**config.mk**
```make
export PLATFORM = sky130hd
export DESIGN_NAME = cooperative_task_scheduler_table_unit
export DESIGN_NICKNAME = d
export VERILOG_FILES = /design/src/ctst_pkg.sv /design/src/ctst_mem.sv /design/src/ctst_out_reg.sv /design/src/cooperative_task_scheduler_table_unit.sv
export SDC_FILE = /design/constraint.sdc
export NUM_CORES = 1
export LEC_CHECK = 0
export BUFFER_PORTS_ARGS = -buffer_cell sky130_fd_sc_hd__buf_2
export CELL_PAD_IN_SITES_DETAIL_PLACEMENT = 0
export CELL_PAD_IN_SITES_GLOBAL_PLACEMENT = 1
export CORE_AREA = 8 8 294 296
export CTS_CLUSTER_SIZE = 40
export DETAILED_ROUTE_END_ITERATION = 8
export DIE_AREA = 0 0 302 304
export GPL_TIMING_DRIVEN = 1
export HOLD_SLACK_MARGIN = 0.02
export PLACE_DENSITY_LB_ADDON = 0.1
export REMOVE_ABC_BUFFERS = 1
export SYNTH_ARGS = -nofsm -noshare
export SYNTH_HDL_FRONTEND = slang
export SYNTH_SLANG_ARGS = --single-unit
```
**constraint.sdc**
```tcl
create_clock -name clk -period 12.3 [get_ports clk]
set_input_delay 1.23 -clock clk [delete_from_list [all_inputs] [get_ports clk]]
set_output_delay 1.23 -clock clk [all_outputs]
set_load 0.02 [all_outputs]
```
**src/ctst_pkg.sv**
```systemverilog
// ----------------------------------------------------------------------------
// ctst_pkg: shared types and constants of the task scheduler table
// Operation codes, result status codes, the table entry layout and the
// result record passed between the sequencer and the output register.
// ----------------------------------------------------------------------------
package ctst_pkg;

    localparam int MAX_TASKS_DEF = 8;
    localparam int RESULTS_MAX   = 8;
    localparam int CNT_W         = $clog2(RESULTS_MAX + 1);

    localparam logic [9:0] TICK_STEP_RESET = 10'd1;

    typedef enum logic [1:0] {
        FUNC_TICK     = 2'd0,
        FUNC_ADD      = 2'd1,
        FUNC_DISPATCH = 2'd2,
        FUNC_DELETE   = 2'd3
    } func_t;

    typedef enum logic [1:0] {
        ST_OK      = 2'd0,
        ST_FULL    = 2'd1,
        ST_NO_TASK = 2'd2
    } status_t;

    typedef struct packed {
        logic [7:0]  tag;
        logic [15:0] delay;
        logic [15:0] period;
        logic [7:0]  pending;
    } entry_t;

    typedef struct packed {
        status_t     status;
        logic [2:0]  slot_out;
        logic [7:0]  run_tag;
        logic        run_valid;
        logic        last;
    } res_t;

endpackage

```
**src/ctst_mem.sv**
```systemverilog
// ----------------------------------------------------------------------------
// ctst_mem: task table storage
// One write port and one read port; read data is registered, so it is
// available the cycle after the read is issued.
// ----------------------------------------------------------------------------
module ctst_mem
    import ctst_pkg::*;
#(
    parameter int DEPTH  = MAX_TASKS_DEF,
    parameter int ADDR_W = 3
)
(
    input  logic              clk,
    input  logic              we,
    input  logic [ADDR_W-1:0] waddr,
    input  entry_t            wdata,
    input  logic              re,
    input  logic [ADDR_W-1:0] raddr,
    output entry_t            rdata
);

    entry_t mem [DEPTH];
    entry_t rdata_reg;

    always_ff @(posedge clk)
    begin
        if (we)
        begin
            mem[waddr] <= wdata;
        end
        if (re)
        begin
            rdata_reg <= mem[raddr];
        end
    end

    assign rdata = rdata_reg;

endmodule

```
**src/ctst_out_reg.sv**
```systemverilog
// ----------------------------------------------------------------------------
// ctst_out_reg: result output register
// Holds one result until the downstream side takes the transfer; a new
// result may be loaded in the same cycle as the held one leaves.
// ----------------------------------------------------------------------------
module ctst_out_reg
    import ctst_pkg::*;
(
    input  logic clk,
    input  logic rst_n,
    input  logic push,
    input  res_t push_data,
    output logic free,
    input  logic out_ready,
    output logic out_valid,
    output res_t out_data
);

    logic valid_reg;
    res_t data_reg;

    assign free      = !valid_reg || out_ready;
    assign out_valid = valid_reg;
    assign out_data  = data_reg;

    always_ff @(posedge clk or negedge rst_n)
    begin
        if (!rst_n)
        begin
            valid_reg <= 1'b0;
        end
        else if (push)
        begin
            valid_reg <= 1'b1;
        end
        else if (out_ready)
        begin
            valid_reg <= 1'b0;
        end
    end

    always_ff @(posedge clk)
    begin
        if (push)
        begin
            data_reg <= push_data;
        end
    end

endmodule

```
**src/cooperative_task_scheduler_table_unit.sv**
```systemverilog
// ----------------------------------------------------------------------------
// cooperative_task_scheduler_table_unit: time-triggered task table
// Task slots held in a single-port-write, registered-read memory and
// walked slot by slot for tick and dispatch operations.
// ----------------------------------------------------------------------------
// One operation is handled at a time. Add and delete go from the input to
// S_FINISH, which loads the result into the output register. Tick and
// dispatch walk the table through the one memory read port: S_READ skips
// an empty slot or reads an occupied one, S_MODIFY modifies and writes it
// back, then S_FINISH issues the final result. Dispatch gives one result
// per slot with pending runs, at most 8, and the last one carries last; a
// held result waits for out_ready and stalls the walk. The next input is
// taken once the final result is in the output register.
// ----------------------------------------------------------------------------
module cooperative_task_scheduler_table_unit
    import ctst_pkg::*;
#(
    parameter int MAX_TASKS = MAX_TASKS_DEF
)
(
    input  logic        clk,
    input  logic        rst_n,
    input  logic        in_valid,
    output logic        in_ready,
    input  logic [1:0]  func,
    input  logic [7:0]  task_tag,
    input  logic [15:0] first_delay,
    input  logic [15:0] period,
    input  logic [2:0]  slot,
    output logic        out_valid,
    input  logic        out_ready,
    output logic [1:0]  status,
    output logic [2:0]  slot_out,
    output logic [7:0]  run_tag,
    output logic        run_valid,
    output logic        last,
    input  logic        cfg_valid,
    output logic        cfg_ready,
    input  logic [9:0]  cfg_data
);

    localparam int SLOT_W = (MAX_TASKS > 1) ? $clog2(MAX_TASKS) : 1;
    localparam int FREE_W = $clog2(MAX_TASKS + 1);
    localparam logic [SLOT_W-1:0] LAST_IDX = SLOT_W'(MAX_TASKS - 1);

    typedef enum logic [1:0] {
        S_IDLE,
        S_READ,
        S_MODIFY,
        S_FINISH
    } state_t;

    state_t             state_reg, state_next;
    func_t              op_reg, op_next;
    logic [SLOT_W-1:0]  idx_reg, idx_next;
    logic [CNT_W-1:0]   cnt_reg, cnt_next;
    res_t               hold_reg, hold_next;
    logic               hold_valid_reg, hold_valid_next;
    logic [MAX_TASKS-1:0] valid_reg, valid_next;
    logic [FREE_W-1:0]  free_reg, free_next;
    logic [9:0]         step_reg;

    logic               mem_we;
    logic [SLOT_W-1:0]  mem_waddr;
    entry_t             mem_wdata;
    logic               mem_re;
    entry_t             mem_rdata;

    logic               push;
    res_t               push_data;
    logic               out_free;
    res_t               out_data;

    logic [SLOT_W-1:0]  del_idx;
    logic               del_hit;
    logic               table_full;

    assign in_ready   = (state_reg == S_IDLE);
    assign cfg_ready  = 1'b1;
    assign del_idx    = SLOT_W'(slot);
    assign del_hit    = (32'(slot) < 32'(MAX_TASKS)) && valid_reg[del_idx];
    assign table_full = (free_reg == FREE_W'(MAX_TASKS));

    ctst_mem #(
        .DEPTH  (MAX_TASKS),
        .ADDR_W (SLOT_W)
    ) u_mem (
        .clk   (clk),
        .we    (mem_we),
        .waddr (mem_waddr),
        .wdata (mem_wdata),
        .re    (mem_re),
        .raddr (idx_reg),
        .rdata (mem_rdata)
    );

    ctst_out_reg u_out (
        .clk       (clk),
        .rst_n     (rst_n),
        .push      (push),
        .push_data (push_data),
        .free      (out_free),
        .out_ready (out_ready),
        .out_valid (out_valid),
        .out_data  (out_data)
    );

    assign status    = out_data.status;
    assign slot_out  = out_data.slot_out;
    assign run_tag   = out_data.run_tag;
    assign run_valid = out_data.run_valid;
    assign last      = out_data.last;

    always_comb
    begin
        entry_t      upd;
        logic [15:0] step16;
        logic        walk_done;

        state_next      = state_reg;
        op_next         = op_reg;
        idx_next        = idx_reg;
        cnt_next        = cnt_reg;
        hold_next       = hold_reg;
        hold_valid_next = hold_valid_reg;
        valid_next      = valid_reg;
        free_next       = free_reg;
        mem_we          = 1'b0;
        mem_waddr       = idx_reg;
        mem_wdata       = mem_rdata;
        mem_re          = 1'b0;
        push            = 1'b0;
        push_data       = hold_reg;
        upd             = mem_rdata;
        step16          = 16'(step_reg);
        walk_done       = (idx_reg == LAST_IDX);

        case (state_reg)
            S_IDLE:
            begin
                if (in_valid)
                begin
                    op_next         = func_t'(func);
                    idx_next        = '0;
                    cnt_next        = '0;
                    hold_next       = '0;
                    hold_valid_next = 1'b0;
                    case (func)
                        FUNC_TICK, FUNC_DISPATCH:
                        begin
                            state_next = S_READ;
                        end
                        FUNC_ADD:
                        begin
                            state_next = S_FINISH;
                            if (table_full)
                            begin
                                hold_next.status = ST_FULL;
                            end
                            else
                            begin
                                mem_we                    = 1'b1;
                                mem_waddr                 = SLOT_W'(free_reg);
                                mem_wdata.tag             = task_tag;
                                mem_wdata.delay           = first_delay;
                                mem_wdata.period          = period;
                                mem_wdata.pending         = 8'd0;
                                valid_next[SLOT_W'(free_reg)] = 1'b1;
                                free_next                 = FREE_W'(free_reg + 1'b1);
                                hold_next.slot_out        = 3'(free_reg);
                            end
                        end
                        default:
                        begin
                            state_next = S_FINISH;
                            if (del_hit)
                            begin
                                valid_next[del_idx] = 1'b0;
                                hold_next.slot_out  = slot;
                            end
                            else
                            begin
                                hold_next.status = ST_NO_TASK;
                            end
                        end
                    endcase
                end
            end

            S_READ:
            begin
                if (valid_reg[idx_reg])
                begin
                    mem_re     = 1'b1;
                    state_next = S_MODIFY;
                end
                else if (walk_done)
                begin
                    state_next = S_FINISH;
                end
                else
                begin
                    idx_next = idx_reg + 1'b1;
                end
            end

            S_MODIFY:
            begin
                if (op_reg == FUNC_TICK)
                begin
                    if (mem_rdata.delay == 16'd0)
                    begin
                        if (mem_rdata.pending != 8'hFF)
                        begin
                            upd.pending = mem_rdata.pending + 8'd1;
                        end
                        if (mem_rdata.period != 16'd0)
                        begin
                            upd.delay = mem_rdata.period;
                        end
                    end
                    else if (mem_rdata.delay > step16)
                    begin
                        upd.delay = mem_rdata.delay - step16;
                    end
                    else
                    begin
                        upd.delay = 16'd0;
                    end
                    mem_we     = 1'b1;
                    mem_wdata  = upd;
                    state_next = walk_done ? S_FINISH : S_READ;
                    if (!walk_done)
                    begin
                        idx_next = idx_reg + 1'b1;
                    end
                end
                else if (mem_rdata.pending == 8'd0)
                begin
                    state_next = walk_done ? S_FINISH : S_READ;
                    if (!walk_done)
                    begin
                        idx_next = idx_reg + 1'b1;
                    end
                end
                else if (!hold_valid_reg || out_free)
                begin
                    // The previously found run goes out now that a later one exists.
                    if (hold_valid_reg)
                    begin
                        push           = 1'b1;
                        push_data      = hold_reg;
                        push_data.last = 1'b0;
                    end
                    upd.pending = mem_rdata.pending - 8'd1;
                    mem_we      = 1'b1;
                    mem_wdata   = upd;
                    if (mem_rdata.period == 16'd0)
                    begin
                        valid_next[idx_reg] = 1'b0;
                    end
                    hold_next.status    = ST_OK;
                    hold_next.slot_out  = 3'(idx_reg);
                    hold_next.run_tag   = mem_rdata.tag;
                    hold_next.run_valid = 1'b1;
                    hold_next.last      = 1'b0;
                    hold_valid_next     = 1'b1;
                    cnt_next            = cnt_reg + 1'b1;
                    if (walk_done || (cnt_next == CNT_W'(RESULTS_MAX)))
                    begin
                        state_next = S_FINISH;
                    end
                    else
                    begin
                        state_next = S_READ;
                        idx_next   = idx_reg + 1'b1;
                    end
                end
            end

            S_FINISH:
            begin
                if (out_free)
                begin
                    push            = 1'b1;
                    push_data       = hold_reg;
                    push_data.last  = 1'b1;
                    hold_valid_next = 1'b0;
                    state_next      = S_IDLE;
                end
            end

            default:
            begin
                state_next = S_IDLE;
            end
        endcase
    end

    always_ff @(posedge clk or negedge rst_n)
    begin
        if (!rst_n)
        begin
            state_reg      <= S_IDLE;
            hold_valid_reg <= 1'b0;
            valid_reg      <= '0;
            free_reg       <= '0;
            step_reg       <= TICK_STEP_RESET;
        end
        else
        begin
            state_reg      <= state_next;
            hold_valid_reg <= hold_valid_next;
            valid_reg      <= valid_next;
            free_reg       <= free_next;
            if (cfg_valid)
            begin
                step_reg <= cfg_data;
            end
        end
    end

    always_ff @(posedge clk)
    begin
        op_reg   <= op_next;
        idx_reg  <= idx_next;
        cnt_reg  <= cnt_next;
        hold_reg <= hold_next;
    end

`ifndef SYNTHESIS
    // Slots are claimed in order and never reused, so no slot at or past
    // the allocation counter can be occupied.
    a_valid_below_free: assert property (@(posedge clk) disable iff (!rst_n)
        (valid_reg >> free_reg) == '0)
    else $error("occupied slot beyond allocation counter");

    a_free_bounded: assert property (@(posedge clk) disable iff (!rst_n)
        free_reg <= FREE_W'(MAX_TASKS))
    else $error("allocation counter beyond table size");

    // A dispatch leaves no unsent run behind when the next input arrives.
    a_no_stale_hold: assert property (@(posedge clk) disable iff (!rst_n)
        (in_valid && in_ready) |-> !hold_valid_reg)
    else $error("held dispatch result lost at new input");

    a_walk_busy: assert property (@(posedge clk) disable iff (!rst_n)
        (in_valid && in_ready && (func == FUNC_TICK || func == FUNC_DISPATCH))
            |=> !in_ready)
    else $error("input taken while table walk in progress");
`endif

endmodule
```
After elaboration in Yosys (flattened, before gate mapping)
Memory sizes are Yosys's and may differ from the RTL's. A register that Yosys moved wholly into a read port is not among the register bits.
Index checks and enable logic that the tools add are counted.
Widths: inputs -> output; s select.
{ "word_totals": {"reg_bits": 65, "ram_bits": 384, "output_inout_bits": 18, "word_cells": 188, "memories": 1} }
{ "mem_list": {"columns": ["name", "words", "width", "rd", "rd_clocked_by_memory_dff", "wr", "line", "rtl"], "rows": [
  ["u_mem.mem", 8, 48, 1, 1, 1, "ctst_mem.sv:22", "entry_t mem [DEPTH];"]
]} }
{ "classes": {"n_addsub": 6, "magnitude_cmp": 7, "n_eq_ne": 22, "n_mux": 100, "n_bitwise": 6, "n_reduce_logical": 27} }
{ "ops": {"columns": ["op", "count"], "rows": [
  ["$mux 48", 3],
  ["$pmux 48 s2", 1],
  ["$mux 8", 11],
  ["$mux 15", 4],
  ["$mux 16", 3],
  ["$mux 40", 1],
  ["$mux 3", 13],
  ["$mux 1", 33],
  ["$logic_not 16->1", 2],
  ["$pmux 8 s2", 2],
  ["$pmux 15 s2", 1],
  ["$mux 2", 11],
  ["$and 8x8->8", 2],
  ["$gt 16x10->1", 1],
  ["$mux 4", 4],
  ["$ne 2x2->1 const B", 8],
  ["$not 8->8", 2],
  ["$reduce_bool 16->1", 1],
  ["$sub 16x10->16", 1],
  ["$lt 3x4->1 const B", 3],
  ["$pmux 5 s2", 1],
  ["$reduce_and 5->1", 2],
  ["$demux 1 s3", 3],
  ["$ge 3x1->1 const B", 3],
  ["32 further kinds", 52]
]} }

Longest topological paths before layout
{ "logic_depth": {"depth_word": 11, "mapped_depth": 11} }

Cells and area by module
From an unflattened synthesis, not the netlist that was laid out.
{ "hier_totals": {"hier_cells": 1233, "hier_area_um2": 21396.8} }
{ "by_module_without_submodules": {"columns": ["module", "n_inst", "cells_per_inst", "area_each_um2", "seq_area_each_um2"], "rows": [
  ["ctst_mem", 1, 616, 16100.4, 12972.4],
  ["cooperative_task_scheduler_table_unit", 1, 599, 4798.4, 1317.5],
  ["ctst_out_reg", 1, 18, 498.0, 475.5]
]} }

Worst setup path after synthesis
OpenSTA, ideal clock, no wires.
{ "synth_path": {"path_kind": "in2reg", "from": "in func[1]", "to": "mem u_mem.mem[1][0] in the netlist's numbering, enable pin", "setup_ns": 0.454, "arrival_time_ns": 4.360, "path_slack_ns": 7.486, "path_stages": 7, "n_path_buf": 2, "path_cell_list": "nand2b_1 or3_1 buf_2 clkbuf_1 nor3_1 a31oi_1 nor2_1"} }
{ "synth_via": {"elab_chain_cells": 6, "elab_cells_between_ends": 9, "cone_classes": "1 x eq/ne; 8 x mux"} }
{ "synth_rtl": {"columns": ["element", "line", "rtl"], "rows": [
  ["start, declared", "cooperative_task_scheduler_table_unit.sv:25", "input logic [1:0] func,"],
  ["$eq 2x1->1 *", "cooperative_task_scheduler_table_unit.sv:148", "case (func)"],
  ["$mux 1", "cooperative_task_scheduler_table_unit.sv:148", null],
  ["$mux 1", "cooperative_task_scheduler_table_unit.sv:141", "if (in_valid)"],
  ["$pmux 1 s2", "cooperative_task_scheduler_table_unit.sv:138", "case (state_reg)"],
  ["$mux 1", "ctst_mem.sv:27", "if (we)"],
  ["$mux 1 (implied by the code)", "ctst_mem.sv:29", "mem[waddr] <= wdata;"],
  ["end, declared", "ctst_mem.sv:22", null]
]} }
Mark *: on every way between the ends. The rest lies on a longest branch, timed or not.

==> results.yml <==
timing:
  finalHoldViolations: 0
  rsz0062_at_grt: "false"
  finalSetupViolCount: 0
  fin_crit_sh_pct: 32.90
  worst_pin_slew_ps: 1119
  clock_skew_ps: 27.52
  min_period_ps: 4046
  setup_tns_ps: 0
  slew_headroom_pct: 24.60
  maxSlewViolCount: 0
  whs_ps: 413.7
  fmax_mhz: 247.1
synth:
  synth_edf_count: 470
  yosysWarnings: 0
  yosysTopAreaCell: "edfxtp_1"
  syn-cell-area_sq_mm: 0.02022
  async_flop_share_pct: 5.242
  yosysSeqAreaShare_pct: 73.04
  synthTopCellsByArea: "edfxtp_1 (70%), a22oi_1 (7.4%), dfrtp_1 (3.1%)"
  yosys_register_bits: 496
  ys_types: 75
  synthesis.instances: 1342
  postSynthAreaPerCell_sq_um: 15.06
  synth_top_cell_area_share_pct: 69.81
  synthFlopType: "edfxtp_1"
drt:
  totalWireLength_mm: 67.28
  antenna_left: 0
  num_vias: 12530
  firstDrtPassIters: 5
  viasPerCell: 4.931
  dr.first_iter.drc_count: 1012
  routedWlPerCell_microns: 26.48
  drc: 0
finish:
  syn_to_final_growth_pct: 18.07
  fin_nets: 1506
  final_cells: 2541
  fin_area_sq_mm: 0.02387
  fillers: 8155
  final_common_cell: "edfxtp_1"
  largest_register_ffs: 384
  drive_above_1_share_pct: 15.43
  layout_common_cells: "edfxtp_1 (470), a22oi_1 (199), buf_2 (76), nand2_1 (65), clkbuf_16 (60)"
  final_util_pct: 29.26
  diodes: 0
clock_network:
  clk_latency_ps: 630
  htreeDepth: 2
  post_cts_buffers: 0
  clock-sinks: 496
  cts_tree: "yes"
  cts-resized-gates: 0
  cts_buffer_depth: 3
  cts_root_buf: "clkbuf_16"
  cts-hold-fix-buffers: 0
  numCtsBuffers: 59
  cts.clk_slew.worst_paths_ps: 60
critical_path:
  critical_path.startpoint_type: "flip-flop"
  r2r-start: "step_reg[0]"
  worstPathArrival_ps: 4280
  crit_fanout: 10
  crit_type: "reg -> reg"
  endpoint_kind: "flip-flop"
  cp.required_ps: 12530
  crit_start: "step_reg[0]"
global_route:
  grt_pass1_vias: 12640
  grt_use_total_pct: 14.23
  grt_max_degree: 52
  antenna_found_initial: 0
  grt_pass1_wl_mm: 95.63
  globalRoute.totalOverflow: 0
flow_run:
  drv_cap: 0
pwr:
  power.leakage_nw: 7.821
  power_density_mw_per_mm2: 264.8
  irDropWorstVdd_uv: 139.4
floorplan:
  core_area_sq_mm: 0.08158
  fp.dieW_microns: 302
  fp.dieH_microns: 304
  design.die.area_sq_mm: 0.09181
  initial_core_util_pct: 24.78
  ios: 78
  core.rowCount: 105
placed_design:
  dpl.hpwl_mm: 37.78
  place_congestion: 0.7249
  placedCellCount: 2432
  portBuffers: 76
  postPlaceCellArea_sq_mm: 0.02193
status:
  status: "completed"
worst_hold_path:
  hold_start: "hold_reg[11]"
  min_path_type: "reg -> reg"
==> cells in the mapped netlist, types with 3 or more instances <==
library cell,count
edfxtp_1,470
a22oi_1,199
clkbuf_1,69
nand2_1,65
nand4_1,52
nor2_1,51
o21ai_0,38
a21oi_1,35
inv_1,32
dfrtp_1,25
a22o_1,24
ha_1,22
and3_1,21
a221oi_1,15
and2_1,15
nor3_1,15
a31oi_1,13
nand3_1,13
a21o_1,10
a221o_1,10
nor2b_1,10
xnor2_1,9
buf_1,7
buf_2,7
mux2i_1,7
nand2b_1,7
o211ai_1,7
xor2_1,7
mux2_2,6
nor4_1,6
o2111ai_1,5
o31ai_1,5
a211oi_1,3
a21boi_0,3
mux4_2,3
o22ai_1,3
or3_1,3
or4_1,3
==> power by group <==
group | switching (W) | internal (W) | total, W | leakage [nW]
combinational | 0.00129 | 0.000523 | 0.00181 | 2.30
clock | 0.000707 | 0.00104 | 0.00175 | 0.940
sequential | 0.000243 | 0.00252 | 0.00276 | 4.58
total | 0.00224 | 0.00408 | 0.00632 | 7.82
==> area by class of cell <==
class,instances,area [sq um],share of cell area (%)
Clock inverter,37,394.1,1.651
Timing Repair Buffer,105,598.1,2.506
Tap cell,1070,1339,5.609
Inverter,33,123.9,0.5190
Sequential cell,496,14770,61.86
Multi-Input combinational cell,728,5102,21.38
Clock buffer,72,1546,6.479
==> worst max-delay path, cell delays in order, from the launching register on <==
cell and delay, ps:
dfstp_2 540, ha_1 150, inv_1 50, fa_1 430, a211oi_1 270, o31ai_1 170, o21ai_0 850, a31oi_1 300
buf_4 280, a221oi_1 260, o221ai_1 360
==> cells by family (layout without fill, tap and decap cells) <==
kind of cell,Yosys count,in the layout,share of synthesized area [%]
other cells,1,1,0.01855
compound gates,394,394,14.23
xor+xnor,16,16,0.6932
fa+ha+maj,23,23,1.461
mux,17,17,1.089
flops,496,496,73.04
simple gates,277,277,7.198
buf+inv,118,247,2.271
==> routing by layer <==
| layer | up-vias | global-route usage [%] | share of wire (%) |
|---|---|---|---|
| li1 | 5616 | - | - |
| met1 | 6545 | 20.59 | 49 |
| met2 | 297 | 22.68 | 46 |
| met3 | 72 | 2.154 | 4.1 |
| met4 | 0 | 2.451 | 1.4 |
| met5 | - | 0 | 0 |
==> final timing paths <==
check                                     end  slack, ps  cells after the start
min in group asynchronous         step_reg[2]        640                      1
max                          u_mem.mem[1][26]       8250                     10
min                        u_out.out_data[11]        410                      0
max reg2reg                  u_mem.mem[1][26]       8250                     10
max in group asynchronous        state_reg[1]      11200                      1
min reg2reg                u_out.out_data[11]        410                      0
==> stage by stage <==
step	total power (W)	setup WS, ps
2_1_floorplan	0.003768	5133
3_3_place_gp	0.004644	7762
3_5_place_dp	0.004642	7755
4_1_cts	0.006423	8168
5_1_grt	0.006665	7915
6_report	0.006321	8254
Note: power is estimated with default switching activity, not from simulation.
